$ cat config.mk
export PLATFORM = sky130hd
export DESIGN_NAME = xoroshiro_bounded_random_flat
export DESIGN_NICKNAME = d
export VERILOG_FILES = /design/src/sv/xbr_pkg.sv /design/src/sv/xbr_if.sv /design/src/sv/xbr_mul.sv /design/src/sv/xbr_rem.sv /design/src/sv/xoroshiro_bounded_random.sv /design/src/flat_wrapper.sv
export SDC_FILE = /design/constraint.sdc
export NUM_CORES = 2
export LEC_CHECK = 0
export BUFFER_PORTS_ARGS = -buffer_cell sky130_fd_sc_hd__buf_2
export CORE_MARGIN = 2
export CORE_UTILIZATION = 30
export CTS_BUF_LIST = sky130_fd_sc_hd__clkbuf_8
export CTS_CLUSTER_SIZE = 25
export DETAILED_ROUTE_END_ITERATION = 16
export SLEW_MARGIN = 0
export SYNTH_ARGS = -nofsm -noshare
export SYNTH_HDL_FRONTEND = slang
export SYNTH_SLANG_ARGS = --single-unit
$ cat constraint.sdc
create_clock -name clk_i -period 15.8 [get_ports clk_i]
set_clock_uncertainty 0.15 [all_clocks]
set_input_delay 0 -clock clk_i [delete_from_list [all_inputs] [get_ports clk_i]]
set_output_delay 0 -clock clk_i [all_outputs]
set_load 0.03 [all_outputs]
$ cat src/sv/xbr_pkg.sv
`timescale 1ns / 1ps
`default_nettype none

package xbr_pkg;

  localparam int WordW = 64;
  localparam int HalfW = WordW / 2;
  localparam int OpW = 2;
  localparam int BoundW = 32;
  localparam int SpanW = BoundW + 1;
  localparam int ProbW = 54;
  localparam int FracW = ProbW - 1;
  localparam int BitCntW = $clog2(WordW);

  localparam logic [WordW-1:0] GoldenStep = 64'h9E37_79B9_7F4A_7C15;
  localparam logic [WordW-1:0] MixOne = 64'hBF58_476D_1CE4_E5B9;
  localparam logic [WordW-1:0] MixTwo = 64'h94D0_49BB_1331_11EB;
  localparam logic [WordW-1:0] NonzeroFill = 64'h853C_49E6_748F_EA9B;

  localparam int MixShA = 30;
  localparam int MixShB = 27;
  localparam int MixShC = 31;
  localparam int RotA = 55;
  localparam int ShlB = 14;
  localparam int RotC = 36;

  typedef enum logic [OpW-1:0] {
    OP_RESEED  = 2'd0,
    OP_RAW     = 2'd1,
    OP_UNIFORM = 2'd2,
    OP_CHANCE  = 2'd3
  } op_e;

  typedef enum logic [3:0] {
    ST_IDLE,
    ST_SEED_ADD,
    ST_MIX_A,
    ST_MUL1,
    ST_MUL2,
    ST_RAW,
    ST_CHANCE,
    ST_UNI_DRAW,
    ST_UNI_REM,
    ST_UNI_CHECK,
    ST_EMIT
  } state_e;

  typedef struct packed {
    logic [WordW-1:0] w0;
    logic [WordW-1:0] w1;
  } words_t;

  // One xoroshiro128+ state advance.
  function automatic words_t xbr_step(input logic [WordW-1:0] a,
                                      input logic [WordW-1:0] b_in);
    logic [WordW-1:0] b;
    words_t r;
    b = b_in ^ a;
    r.w0 = ((a << RotA) | (a >> (WordW - RotA))) ^ b ^ (b << ShlB);
    r.w1 = (b << RotC) | (b >> (WordW - RotC));
    return r;
  endfunction

endpackage

`default_nettype wire

$ cat src/sv/xbr_if.sv
`timescale 1ns / 1ps
`default_nettype none

interface xbr_req_if import xbr_pkg::*; ();
  logic                     valid;
  logic                     ready;
  logic [OpW-1:0]           operation;
  logic [WordW-1:0]         seed;
  logic signed [BoundW-1:0] range_min;
  logic signed [BoundW-1:0] range_max;
  logic [ProbW-1:0]         probability;

  modport source (output valid, operation, seed, range_min, range_max, probability,
                  input ready);
  modport sink (input valid, operation, seed, range_min, range_max, probability,
                output ready);
endinterface

interface xbr_rsp_if import xbr_pkg::*; ();
  logic                     valid;
  logic                     ready;
  logic [WordW-1:0]         raw_word;
  logic signed [BoundW-1:0] ranged_value;
  logic                     hit;

  modport source (output valid, raw_word, ranged_value, hit, input ready);
  modport sink (input valid, raw_word, ranged_value, hit, output ready);
endinterface

`default_nettype wire

$ cat src/sv/xbr_mul.sv
`timescale 1ns / 1ps
`default_nettype none

// Low 64 bits of a 64 by 64 product, built from three 32 by 32 partial
// products on one shared multiplier. The result is valid while done_o is high.
module xbr_mul import xbr_pkg::*; (
  input  wire logic             clk_i,
  input  wire logic             rst_ni,
  input  wire logic             start_i,
  input  wire logic [WordW-1:0] a_i,
  input  wire logic [WordW-1:0] b_i,
  output logic                  done_o,
  output logic [WordW-1:0]      prod_o
);

  localparam logic [1:0] StepLl = 2'd0;
  localparam logic [1:0] StepLh = 2'd1;
  localparam logic [1:0] StepHl = 2'd2;
  localparam logic [1:0] StepEnd = 2'd3;

  logic             busy_q;
  logic [1:0]       step_q;
  logic             done_q;
  logic [WordW-1:0] a_q, b_q;
  logic [WordW-1:0] part_q;
  logic [WordW-1:0] acc_q;
  logic [HalfW-1:0] op_x, op_y;
  logic [WordW-1:0] mul_w;

  always_comb begin
    case (step_q)
      StepLl: begin
        op_x = a_q[HalfW-1:0];
        op_y = b_q[HalfW-1:0];
      end
      StepLh: begin
        op_x = a_q[HalfW-1:0];
        op_y = b_q[WordW-1:HalfW];
      end
      default: begin
        op_x = a_q[WordW-1:HalfW];
        op_y = b_q[HalfW-1:0];
      end
    endcase
    mul_w = WordW'(op_x) * WordW'(op_y);
  end

  always_ff @(posedge clk_i or negedge rst_ni) begin
    if (!rst_ni) begin
      busy_q <= 1'b0;
      step_q <= StepLl;
      done_q <= 1'b0;
    end else begin
      done_q <= busy_q && (step_q == StepEnd);
      if (start_i) begin
        busy_q <= 1'b1;
        step_q <= StepLl;
      end else if (busy_q) begin
        step_q <= step_q + 2'd1;
        if (step_q == StepEnd) begin
          busy_q <= 1'b0;
        end
      end
    end
  end

  // The cross products only reach the upper half of the low word.
  always_ff @(posedge clk_i) begin
    if (start_i) begin
      a_q <= a_i;
      b_q <= b_i;
    end
    if (busy_q) begin
      part_q <= mul_w;
      case (step_q)
        StepLh: acc_q <= part_q;
        StepHl, StepEnd: acc_q[WordW-1:HalfW] <= acc_q[WordW-1:HalfW] + part_q[HalfW-1:0];
        default: ;
      endcase
    end
  end

  assign done_o = done_q;
  assign prod_o = acc_q;

endmodule

`default_nettype wire

$ cat src/sv/xbr_rem.sv
`timescale 1ns / 1ps
`default_nettype none

// Radix-2 restoring remainder of a 64-bit word by a span of up to 2^32,
// one dividend bit per cycle. The result is valid while done_o is high.
module xbr_rem import xbr_pkg::*; (
  input  wire logic             clk_i,
  input  wire logic             rst_ni,
  input  wire logic             start_i,
  input  wire logic [WordW-1:0] dividend_i,
  input  wire logic [SpanW-1:0] divisor_i,
  output logic                  done_o,
  output logic [SpanW-1:0]      rem_o
);

  logic               busy_q;
  logic               done_q;
  logic [BitCntW-1:0] cnt_q;
  logic [WordW-1:0]   dvd_q;
  logic [SpanW-1:0]   dvs_q;
  logic [SpanW-1:0]   rem_q;
  logic [SpanW:0]     trial;
  logic [SpanW:0]     diff;
  logic [SpanW-1:0]   rem_d;

  always_comb begin
    trial = {rem_q, dvd_q[WordW-1]};
    diff = trial - {1'b0, dvs_q};
    if (trial >= {1'b0, dvs_q}) begin
      rem_d = diff[SpanW-1:0];
    end else begin
      rem_d = trial[SpanW-1:0];
    end
  end

  always_ff @(posedge clk_i or negedge rst_ni) begin
    if (!rst_ni) begin
      busy_q <= 1'b0;
      done_q <= 1'b0;
      cnt_q <= '0;
    end else begin
      done_q <= busy_q && (cnt_q == '1);
      if (start_i) begin
        busy_q <= 1'b1;
        cnt_q <= '0;
      end else if (busy_q) begin
        cnt_q <= cnt_q + 1'b1;
        if (cnt_q == '1) begin
          busy_q <= 1'b0;
        end
      end
    end
  end

  always_ff @(posedge clk_i) begin
    if (start_i) begin
      dvd_q <= dividend_i;
      dvs_q <= divisor_i;
      rem_q <= '0;
    end else if (busy_q) begin
      dvd_q <= dvd_q << 1;
      rem_q <= rem_d;
    end
  end

  assign done_o = done_q;
  assign rem_o = rem_q;

endmodule

`default_nettype wire

$ cat src/sv/xoroshiro_bounded_random.sv
// Raw and chance items pass through their draw state and then the emit state; chance
// items that need no draw and empty uniform ranges go straight to the emit state.
// Uniform items draw, wait on the 64-step remainder unit, check the draw and then
// emit; each rejected draw (under one chance in 2^32) starts another draw and remainder.
// Reseed keeps the block busy for two mixes, each two 4-step passes
// of the shared 32x32 multiplier. One item is in work at a time.
`timescale 1ns / 1ps
`default_nettype none

module xoroshiro_bounded_random import xbr_pkg::*; (
  input  wire logic clk_i,
  input  wire logic rst_ni,
  xbr_req_if.sink   req_i,
  xbr_rsp_if.source rsp_o
);

  state_e state_q, state_d;
  logic             widx_q, widx_d;
  logic [WordW-1:0] seed_q, seed_d;
  logic [WordW-1:0] w0_q, w0_d, w1_q, w1_d;
  logic [WordW-1:0] z_q, z_d;
  logic [BoundW-1:0] min_q, min_d;
  logic [SpanW-1:0] span_q, span_d;
  logic [FracW-1:0] prob_q, prob_d;
  logic [WordW-1:0] draw_q, draw_d;
  logic [WordW-1:0] base_q, base_d;
  logic [BoundW-1:0] remv_q, remv_d;
  logic [WordW-1:0] res_raw_q, res_raw_d;
  logic [BoundW-1:0] res_val_q, res_val_d;
  logic             res_hit_q, res_hit_d;

  logic             out_valid_q;
  logic [WordW-1:0] out_raw_q;
  logic [BoundW-1:0] out_val_q;
  logic             out_hit_q;
  logic             load_out;

  logic             mul_start, mul_done;
  logic [WordW-1:0] mul_a, mul_b, mul_prod;
  logic             rem_start, rem_done;
  logic [SpanW-1:0] rem_val;

  words_t           nxt;
  logic [WordW-1:0] draw_sum;
  logic [WordW-1:0] mixed;
  logic [WordW:0]   bound_sum;
  logic [SpanW-1:0] span_in;

  assign nxt = xbr_step(w0_q, w1_q);
  assign draw_sum = w0_q + w1_q;
  assign span_in = {req_i.range_max[BoundW-1], req_i.range_max}
                 - {req_i.range_min[BoundW-1], req_i.range_min} + SpanW'(1);
  // A draw is rejected when its block of span values reaches 2^64 (base plus span carries out).
  assign bound_sum = {1'b0, base_q} + {{(WordW + 1 - SpanW){1'b0}}, span_q};

  assign req_i.ready = (state_q == ST_IDLE);

  always_comb begin
    state_d = state_q;
    widx_d = widx_q;
    seed_d = seed_q;
    w0_d = w0_q;
    w1_d = w1_q;
    z_d = z_q;
    min_d = min_q;
    span_d = span_q;
    prob_d = prob_q;
    draw_d = draw_q;
    base_d = base_q;
    remv_d = remv_q;
    res_raw_d = res_raw_q;
    res_val_d = res_val_q;
    res_hit_d = res_hit_q;
    mul_start = 1'b0;
    mul_a = z_q;
    mul_b = MixOne;
    rem_start = 1'b0;
    load_out = 1'b0;
    mixed = mul_prod ^ (mul_prod >> MixShC);

    case (state_q)
      ST_IDLE: begin
        if (req_i.valid) begin
          res_raw_d = '0;
          res_val_d = '0;
          res_hit_d = 1'b0;
          min_d = req_i.range_min;
          span_d = span_in;
          prob_d = req_i.probability[FracW-1:0];
          case (op_e'(req_i.operation))
            OP_RESEED: begin
              seed_d = req_i.seed;
              widx_d = 1'b0;
              state_d = ST_SEED_ADD;
            end
            OP_RAW: state_d = ST_RAW;
            OP_UNIFORM: begin
              if (req_i.range_max > req_i.range_min) begin
                state_d = ST_UNI_DRAW;
              end else begin
                res_val_d = req_i.range_min;
                state_d = ST_EMIT;
              end
            end
            default: begin
              // Probability zero or one and above needs no draw.
              if (req_i.probability[ProbW-1]) begin
                res_hit_d = 1'b1;
                state_d = ST_EMIT;
              end else if (req_i.probability == '0) begin
                state_d = ST_EMIT;
              end else begin
                state_d = ST_CHANCE;
              end
            end
          endcase
        end
      end
      ST_SEED_ADD: begin
        seed_d = seed_q + GoldenStep;
        z_d = seed_q + GoldenStep;
        state_d = ST_MIX_A;
      end
      ST_MIX_A: begin
        mul_start = 1'b1;
        mul_a = z_q ^ (z_q >> MixShA);
        mul_b = MixOne;
        state_d = ST_MUL1;
      end
      ST_MUL1: begin
        if (mul_done) begin
          mul_start = 1'b1;
          mul_a = mul_prod ^ (mul_prod >> MixShB);
          mul_b = MixTwo;
          state_d = ST_MUL2;
        end
      end
      ST_MUL2: begin
        if (mul_done) begin
          if (!widx_q) begin
            w0_d = mixed;
            widx_d = 1'b1;
            state_d = ST_SEED_ADD;
          end else begin
            w1_d = mixed;
            widx_d = 1'b0;
            if (w0_q == '0 && mixed == '0) begin
              w0_d = NonzeroFill;
            end
            state_d = ST_IDLE;
          end
        end
      end
      ST_RAW: begin
        res_raw_d = draw_sum;
        w0_d = nxt.w0;
        w1_d = nxt.w1;
        state_d = ST_EMIT;
      end
      ST_CHANCE: begin
        res_hit_d = (draw_sum[WordW-1:WordW-FracW] < prob_q);
        w0_d = nxt.w0;
        w1_d = nxt.w1;
        state_d = ST_EMIT;
      end
      ST_UNI_DRAW: begin
        draw_d = draw_sum;
        w0_d = nxt.w0;
        w1_d = nxt.w1;
        rem_start = 1'b1;
        state_d = ST_UNI_REM;
      end
      ST_UNI_REM: begin
        if (rem_done) begin
          base_d = draw_q - WordW'(rem_val[BoundW-1:0]);
          remv_d = rem_val[BoundW-1:0];
          state_d = ST_UNI_CHECK;
        end
      end
      ST_UNI_CHECK: begin
        if (bound_sum[WordW]) begin
          state_d = ST_UNI_DRAW;
        end else begin
          res_val_d = min_q + remv_q;
          state_d = ST_EMIT;
        end
      end
      ST_EMIT: begin
        if (!out_valid_q || rsp_o.ready) begin
          load_out = 1'b1;
          state_d = ST_IDLE;
        end
      end
      default: state_d = ST_IDLE;
    endcase
  end

  always_ff @(posedge clk_i or negedge rst_ni) begin
    if (!rst_ni) begin
      state_q <= ST_SEED_ADD;
      widx_q <= 1'b0;
      seed_q <= '0;
      out_valid_q <= 1'b0;
    end else begin
      state_q <= state_d;
      widx_q <= widx_d;
      seed_q <= seed_d;
      if (load_out) begin
        out_valid_q <= 1'b1;
      end else if (rsp_o.ready) begin
        out_valid_q <= 1'b0;
      end
    end
  end

  always_ff @(posedge clk_i) begin
    w0_q <= w0_d;
    w1_q <= w1_d;
    z_q <= z_d;
    min_q <= min_d;
    span_q <= span_d;
    prob_q <= prob_d;
    draw_q <= draw_d;
    base_q <= base_d;
    remv_q <= remv_d;
    res_raw_q <= res_raw_d;
    res_val_q <= res_val_d;
    res_hit_q <= res_hit_d;
    if (load_out) begin
      out_raw_q <= res_raw_q;
      out_val_q <= res_val_q;
      out_hit_q <= res_hit_q;
    end
  end

  assign rsp_o.valid = out_valid_q;
  assign rsp_o.raw_word = out_raw_q;
  assign rsp_o.ranged_value = out_val_q;
  assign rsp_o.hit = out_hit_q;

  xbr_mul u_mul (
    .clk_i   (clk_i),
    .rst_ni  (rst_ni),
    .start_i (mul_start),
    .a_i     (mul_a),
    .b_i     (mul_b),
    .done_o  (mul_done),
    .prod_o  (mul_prod)
  );

  // The remainder unit loads the fresh draw at the edge that starts it.
  xbr_rem u_rem (
    .clk_i      (clk_i),
    .rst_ni     (rst_ni),
    .start_i    (rem_start),
    .dividend_i (draw_sum),
    .divisor_i  (span_q),
    .done_o     (rem_done),
    .rem_o      (rem_val)
  );

`ifndef SYNTHESIS
  // The generator state never collapses to all zeros between items.
  a_state_nonzero: assert property (@(posedge clk_i) disable iff (!rst_ni)
    (state_q == ST_IDLE) |-> (w0_q != '0 || w1_q != '0))
    else $error("generator state is all zeros");

  a_rem_below_span: assert property (@(posedge clk_i) disable iff (!rst_ni)
    rem_done |-> (rem_val < span_q))
    else $error("remainder not below span");

  a_mul_done_expected: assert property (@(posedge clk_i) disable iff (!rst_ni)
    mul_done |-> (state_q == ST_MUL1 || state_q == ST_MUL2))
    else $error("multiplier finished outside a mix step");

  a_chance_needs_draw: assert property (@(posedge clk_i) disable iff (!rst_ni)
    (state_q == ST_CHANCE) |-> (prob_q != '0))
    else $error("chance draw with zero probability");
`endif

endmodule

`default_nettype wire

$ cat src/flat_wrapper.sv
// flat-port wrapper written by rule: the top's interface ports become plain ports
module xoroshiro_bounded_random_flat import xbr_pkg::*;
  (clk_i, rst_ni, req_i_valid, req_i_operation, req_i_seed, req_i_range_min, req_i_range_max, req_i_probability, req_i_ready, rsp_o_valid, rsp_o_raw_word, rsp_o_ranged_value, rsp_o_hit, rsp_o_ready);
  xbr_req_if req_i_i ();
  xbr_rsp_if rsp_o_i ();
  input  wire logic clk_i;
  input  wire logic rst_ni;
  input wire logic [$bits(req_i_i.valid)-1:0] req_i_valid;
  input wire logic [$bits(req_i_i.operation)-1:0] req_i_operation;
  input wire logic [$bits(req_i_i.seed)-1:0] req_i_seed;
  input wire logic [$bits(req_i_i.range_min)-1:0] req_i_range_min;
  input wire logic [$bits(req_i_i.range_max)-1:0] req_i_range_max;
  input wire logic [$bits(req_i_i.probability)-1:0] req_i_probability;
  output wire logic [$bits(req_i_i.ready)-1:0] req_i_ready;
  output wire logic [$bits(rsp_o_i.valid)-1:0] rsp_o_valid;
  output wire logic [$bits(rsp_o_i.raw_word)-1:0] rsp_o_raw_word;
  output wire logic [$bits(rsp_o_i.ranged_value)-1:0] rsp_o_ranged_value;
  output wire logic [$bits(rsp_o_i.hit)-1:0] rsp_o_hit;
  input wire logic [$bits(rsp_o_i.ready)-1:0] rsp_o_ready;
  assign req_i_i.valid = req_i_valid;
  assign req_i_i.operation = req_i_operation;
  assign req_i_i.seed = req_i_seed;
  assign req_i_i.range_min = req_i_range_min;
  assign req_i_i.range_max = req_i_range_max;
  assign req_i_i.probability = req_i_probability;
  assign req_i_ready = req_i_i.ready;
  assign rsp_o_valid = rsp_o_i.valid;
  assign rsp_o_raw_word = rsp_o_i.raw_word;
  assign rsp_o_ranged_value = rsp_o_i.ranged_value;
  assign rsp_o_hit = rsp_o_i.hit;
  assign rsp_o_i.ready = rsp_o_ready;
  xoroshiro_bounded_random u_core (.clk_i(clk_i), .rst_ni(rst_ni), .req_i(req_i_i), .rsp_o(rsp_o_i));
endmodule
==> metrics.csv <==
metric,value,unit
clock-pin slew of the registers on the worst-case setup and hold paths,90,ps
clock latency reported for the late side of the worst-skew pair,970,ps
Iteration-0 DRC Markers,6356,
post-synth net total,10300,
sinks on the clock net,1070,
floorplan die height,545,µm
relative slew slack,4.64,%
top-level port count,287,
endpoints failing hold,0,
"Min Clock Period, post-route",11850,ps
drt drc,0,
count of different cell masters after synthesis,82,
Synth Warn #,0,
total length of routed wires,327000,µm
initial core utilization,30.2,%
asr flop ratio synth,7.66,%
ratio of cells with drive above 1 in the final layout,7.85,%
Max stage delay on crit path,1190,ps
cells taking the most area after synthesis,"sky130_fd_sc_hd__edfxtp_1 (33%), sky130_fd_sc_hd__fa_1 (19%), sky130_fd_sc_hd__ha_1 (9.9%), sky130_fd_sc_hd__inv_1 (5.6%), sky130_fd_sc_hd__xnor2_1 (3.4%)",
Synth top area share,32.7,%
max-cap viol count,0,
aggregate global-route resource usage,21.7,%
number of nets in the final layout,10900,
top cell types by occurrence after synthesis,"sky130_fd_sc_hd__inv_1 (1316), sky130_fd_sc_hd__edfxtp_1 (955), sky130_fd_sc_hd__fa_1 (825), sky130_fd_sc_hd__nand2_1 (709), sky130_fd_sc_hd__ha_1 (695)",
Post-Synthesis Mean Instance Area,10.3,µm²
Seq cells post-synth,1070,
Post CTS Setup Buffer Count,0,
kind of end point of the critical path,flop,
worst setup path class,reg2reg,
critical path data arrival time,12390,ps
Die X-Extent,545,µm
top cell type by total area after synthesis,sky130_fd_sc_hd__edfxtp_1,
number of levels the H-tree was split into,4,
sum of overflow across all layers after global routing,0,
core area,0.291,mm²
TritonCTS clock tree,yes,
area grow syn2layout,15.8,%
antenna violations before repair,12,
remaining antenna violation count,0,
Peak Freq,0.0844,GHz
CP Data Required Time,16340,ps
vias per inst,5.12,
synthesized instance count,8552,
detailed-placement wirelength estimate,261000,µm
via count,68000,
final setup fails,0,
master of the slowest instance on the critical path,sky130_fd_sc_hd__mux2i_1,
pin slew with the least headroom to its limit,1390,ps
buffer cell driving the clock tree root,sky130_fd_sc_hd__clkbuf_8,
total number of placement rows,198,
first-pass GRT wire length,474000,µm
most used flip-flop cell after synthesis,sky130_fd_sc_hd__edfxtp_1,
number of gates resized after CTS,0,
Netlist Area Pre-Place,0.0878,mm²
startpoint type of the worst setup path,flop,
final routed wire length divided by cell count,24.7,µm
final slew viol count,0,
FILL cells,29200,
"most used cell, CP",sky130_fd_sc_hd__fa_1,
pin count of the biggest net entering global routing,91,
via count of the first global-routing pass,70200,
final weighted congestion in routability-driven placement,1.02,
most numerous cell in the Yosys netlist,sky130_fd_sc_hd__inv_1,
count of flip-flops with a built-in enable after synthesis,955,
RSZ-0062 raised after global routing,false,
status,"complete, no violations",
floorplan die area,0.297,mm²
Initial DRT Pass Iterations,6,
final critical-path share of the clock period,75.0,%
Max Root-Sink Buffers,4,
setup tns final,0,ps
count of hold buffers inserted by post-cts repair,426,
maximum fanout along the worst path,37,
TritonCTS Buffers,190,
Port Buffer Count,286,
worst min-delay path class,in2reg,
sequential cell area fraction in the yosys report,35.8,%
critical path: cells and delay by family, from the launching register on:
kind / cells / cell delay, ps
simple gates: 5 / 1760
compound gates: 7 / 1520
mux: 1 / 1190
buf+inv: 7 / 1840
fa+ha+maj: 10 / 4540
flops: 1 / 390
xor+xnor: 1 / 80
metal layers:
metal	vias to the layer above	wire [µm]	global-route usage, %
met4	2	17800	10.3
met5	-	17	0
met1	34200	136000	27.8
li1	30300	-	-
met3	607	23200	3.76
met2	2912	150000	35.4
kinds of logic (layout without fill, tap and decap cells):
group | Yosys count | in the layout | share of synthesized area, %
XOR/XNOR | 552 | 552 | 5.51
buffers and inverters | 1650 | 2464 | 7.06
flip-flops | 1070 | 1070 | 35.8
multiplexers | 56 | 56 | 0.674
other | 0 | 5 | 0
AND/OR/NAND/NOR | 2068 | 2068 | 10.8
AO/OA/AOI/OAI | 1636 | 1636 | 11.5
adder cells (fa/ha/maj) | 1520 | 1520 | 28.7
cells in the final DEF (no fill, tap or decap), types with 105 or more instances in the layout:
cell type and n:
sky130_fd_sc_hd__nand2_1 705, sky130_fd_sc_hd__edfxtp_1 955, sky130_fd_sc_hd__nor2_1 593, sky130_fd_sc_hd__buf_2 285, sky130_fd_sc_hd__inv_1 1365, sky130_fd_sc_hd__a21o_1 186
sky130_fd_sc_hd__nor3_1 105, sky130_fd_sc_hd__dlygate4sd3_1 426, sky130_fd_sc_hd__nand3_1 148, sky130_fd_sc_hd__a21oi_1 497, sky130_fd_sc_hd__fa_1 825, sky130_fd_sc_hd__o21ai_0 399
sky130_fd_sc_hd__ha_1 694, sky130_fd_sc_hd__xor2_1 215, sky130_fd_sc_hd__xnor2_1 337, sky130_fd_sc_hd__clkbuf_8 198
cell type report:
type                    count  area (µm²)  share of cell area, %
multi-input cells        5832       50300                   49.5
clock buffers             198        2730                   2.68
clock inverters           137         940                  0.925
well taps                3900        4880                   4.80
flip-flops and latches   1070       31400                   30.9
repair buffers            797        6340                   6.23
inverters                1332        5010                   4.93
diodes                      5        12.5                 0.0123
stage by stage:
step / hold slack (ps) / cell area, µm² / setup WS (ps) / instances / utilization (%)
5_1_grt: 105 / 102000 / 3560 / 13300 / 34.9
2_1_floorplan: -446 / 87800 / 6090 / 8552 / -
6_report: 99.4 / 102000 / 3950 / 13300 / 34.9
3_3_place_gp: -284 / 93700 / 4000 / 12500 / 32.2
4_1_cts: 33.0 / 102000 / 4040 / 13300 / 34.9
3_5_place_dp: -281 / 93700 / 4070 / 12500 / 32.2
path summary, 6_finish.rpt:
| path | from | endpoint | slack [ps] | cells after the start |
|---|---|---|---|---|
| min | req_i_operation[1] | u_core.state_q[0]$_DFFE_PN1P_ | 100 | 6 |
| min reg2reg | u_core.res_val_q[31]$_DFFE_PP_ | u_core.rsp_o.ranged_value[31]$_DFFE_PP_ | 250 | 0 |
| max | u_core.u_mul.step_q[1]$_DFFE_PN0P_ | u_core.u_mul.part_q[57]$_DFFE_PP_ | 3950 | 31 |
| max reg2reg | u_core.u_mul.step_q[1]$_DFFE_PN0P_ | u_core.u_mul.part_q[57]$_DFFE_PP_ | 3950 | 31 |
| max in group asynchronous | rst_ni | u_core.u_mul.done_o$_DFF_PN0_ | 13770 | 4 |
| min in group asynchronous | rst_ni | u_core.seed_q[58]$_DFFE_PN0P_ | 130 | 3 |
Power is not shown: default switching activity piles up to over one toggle a cycle in this logic, so the estimate is an artifact.
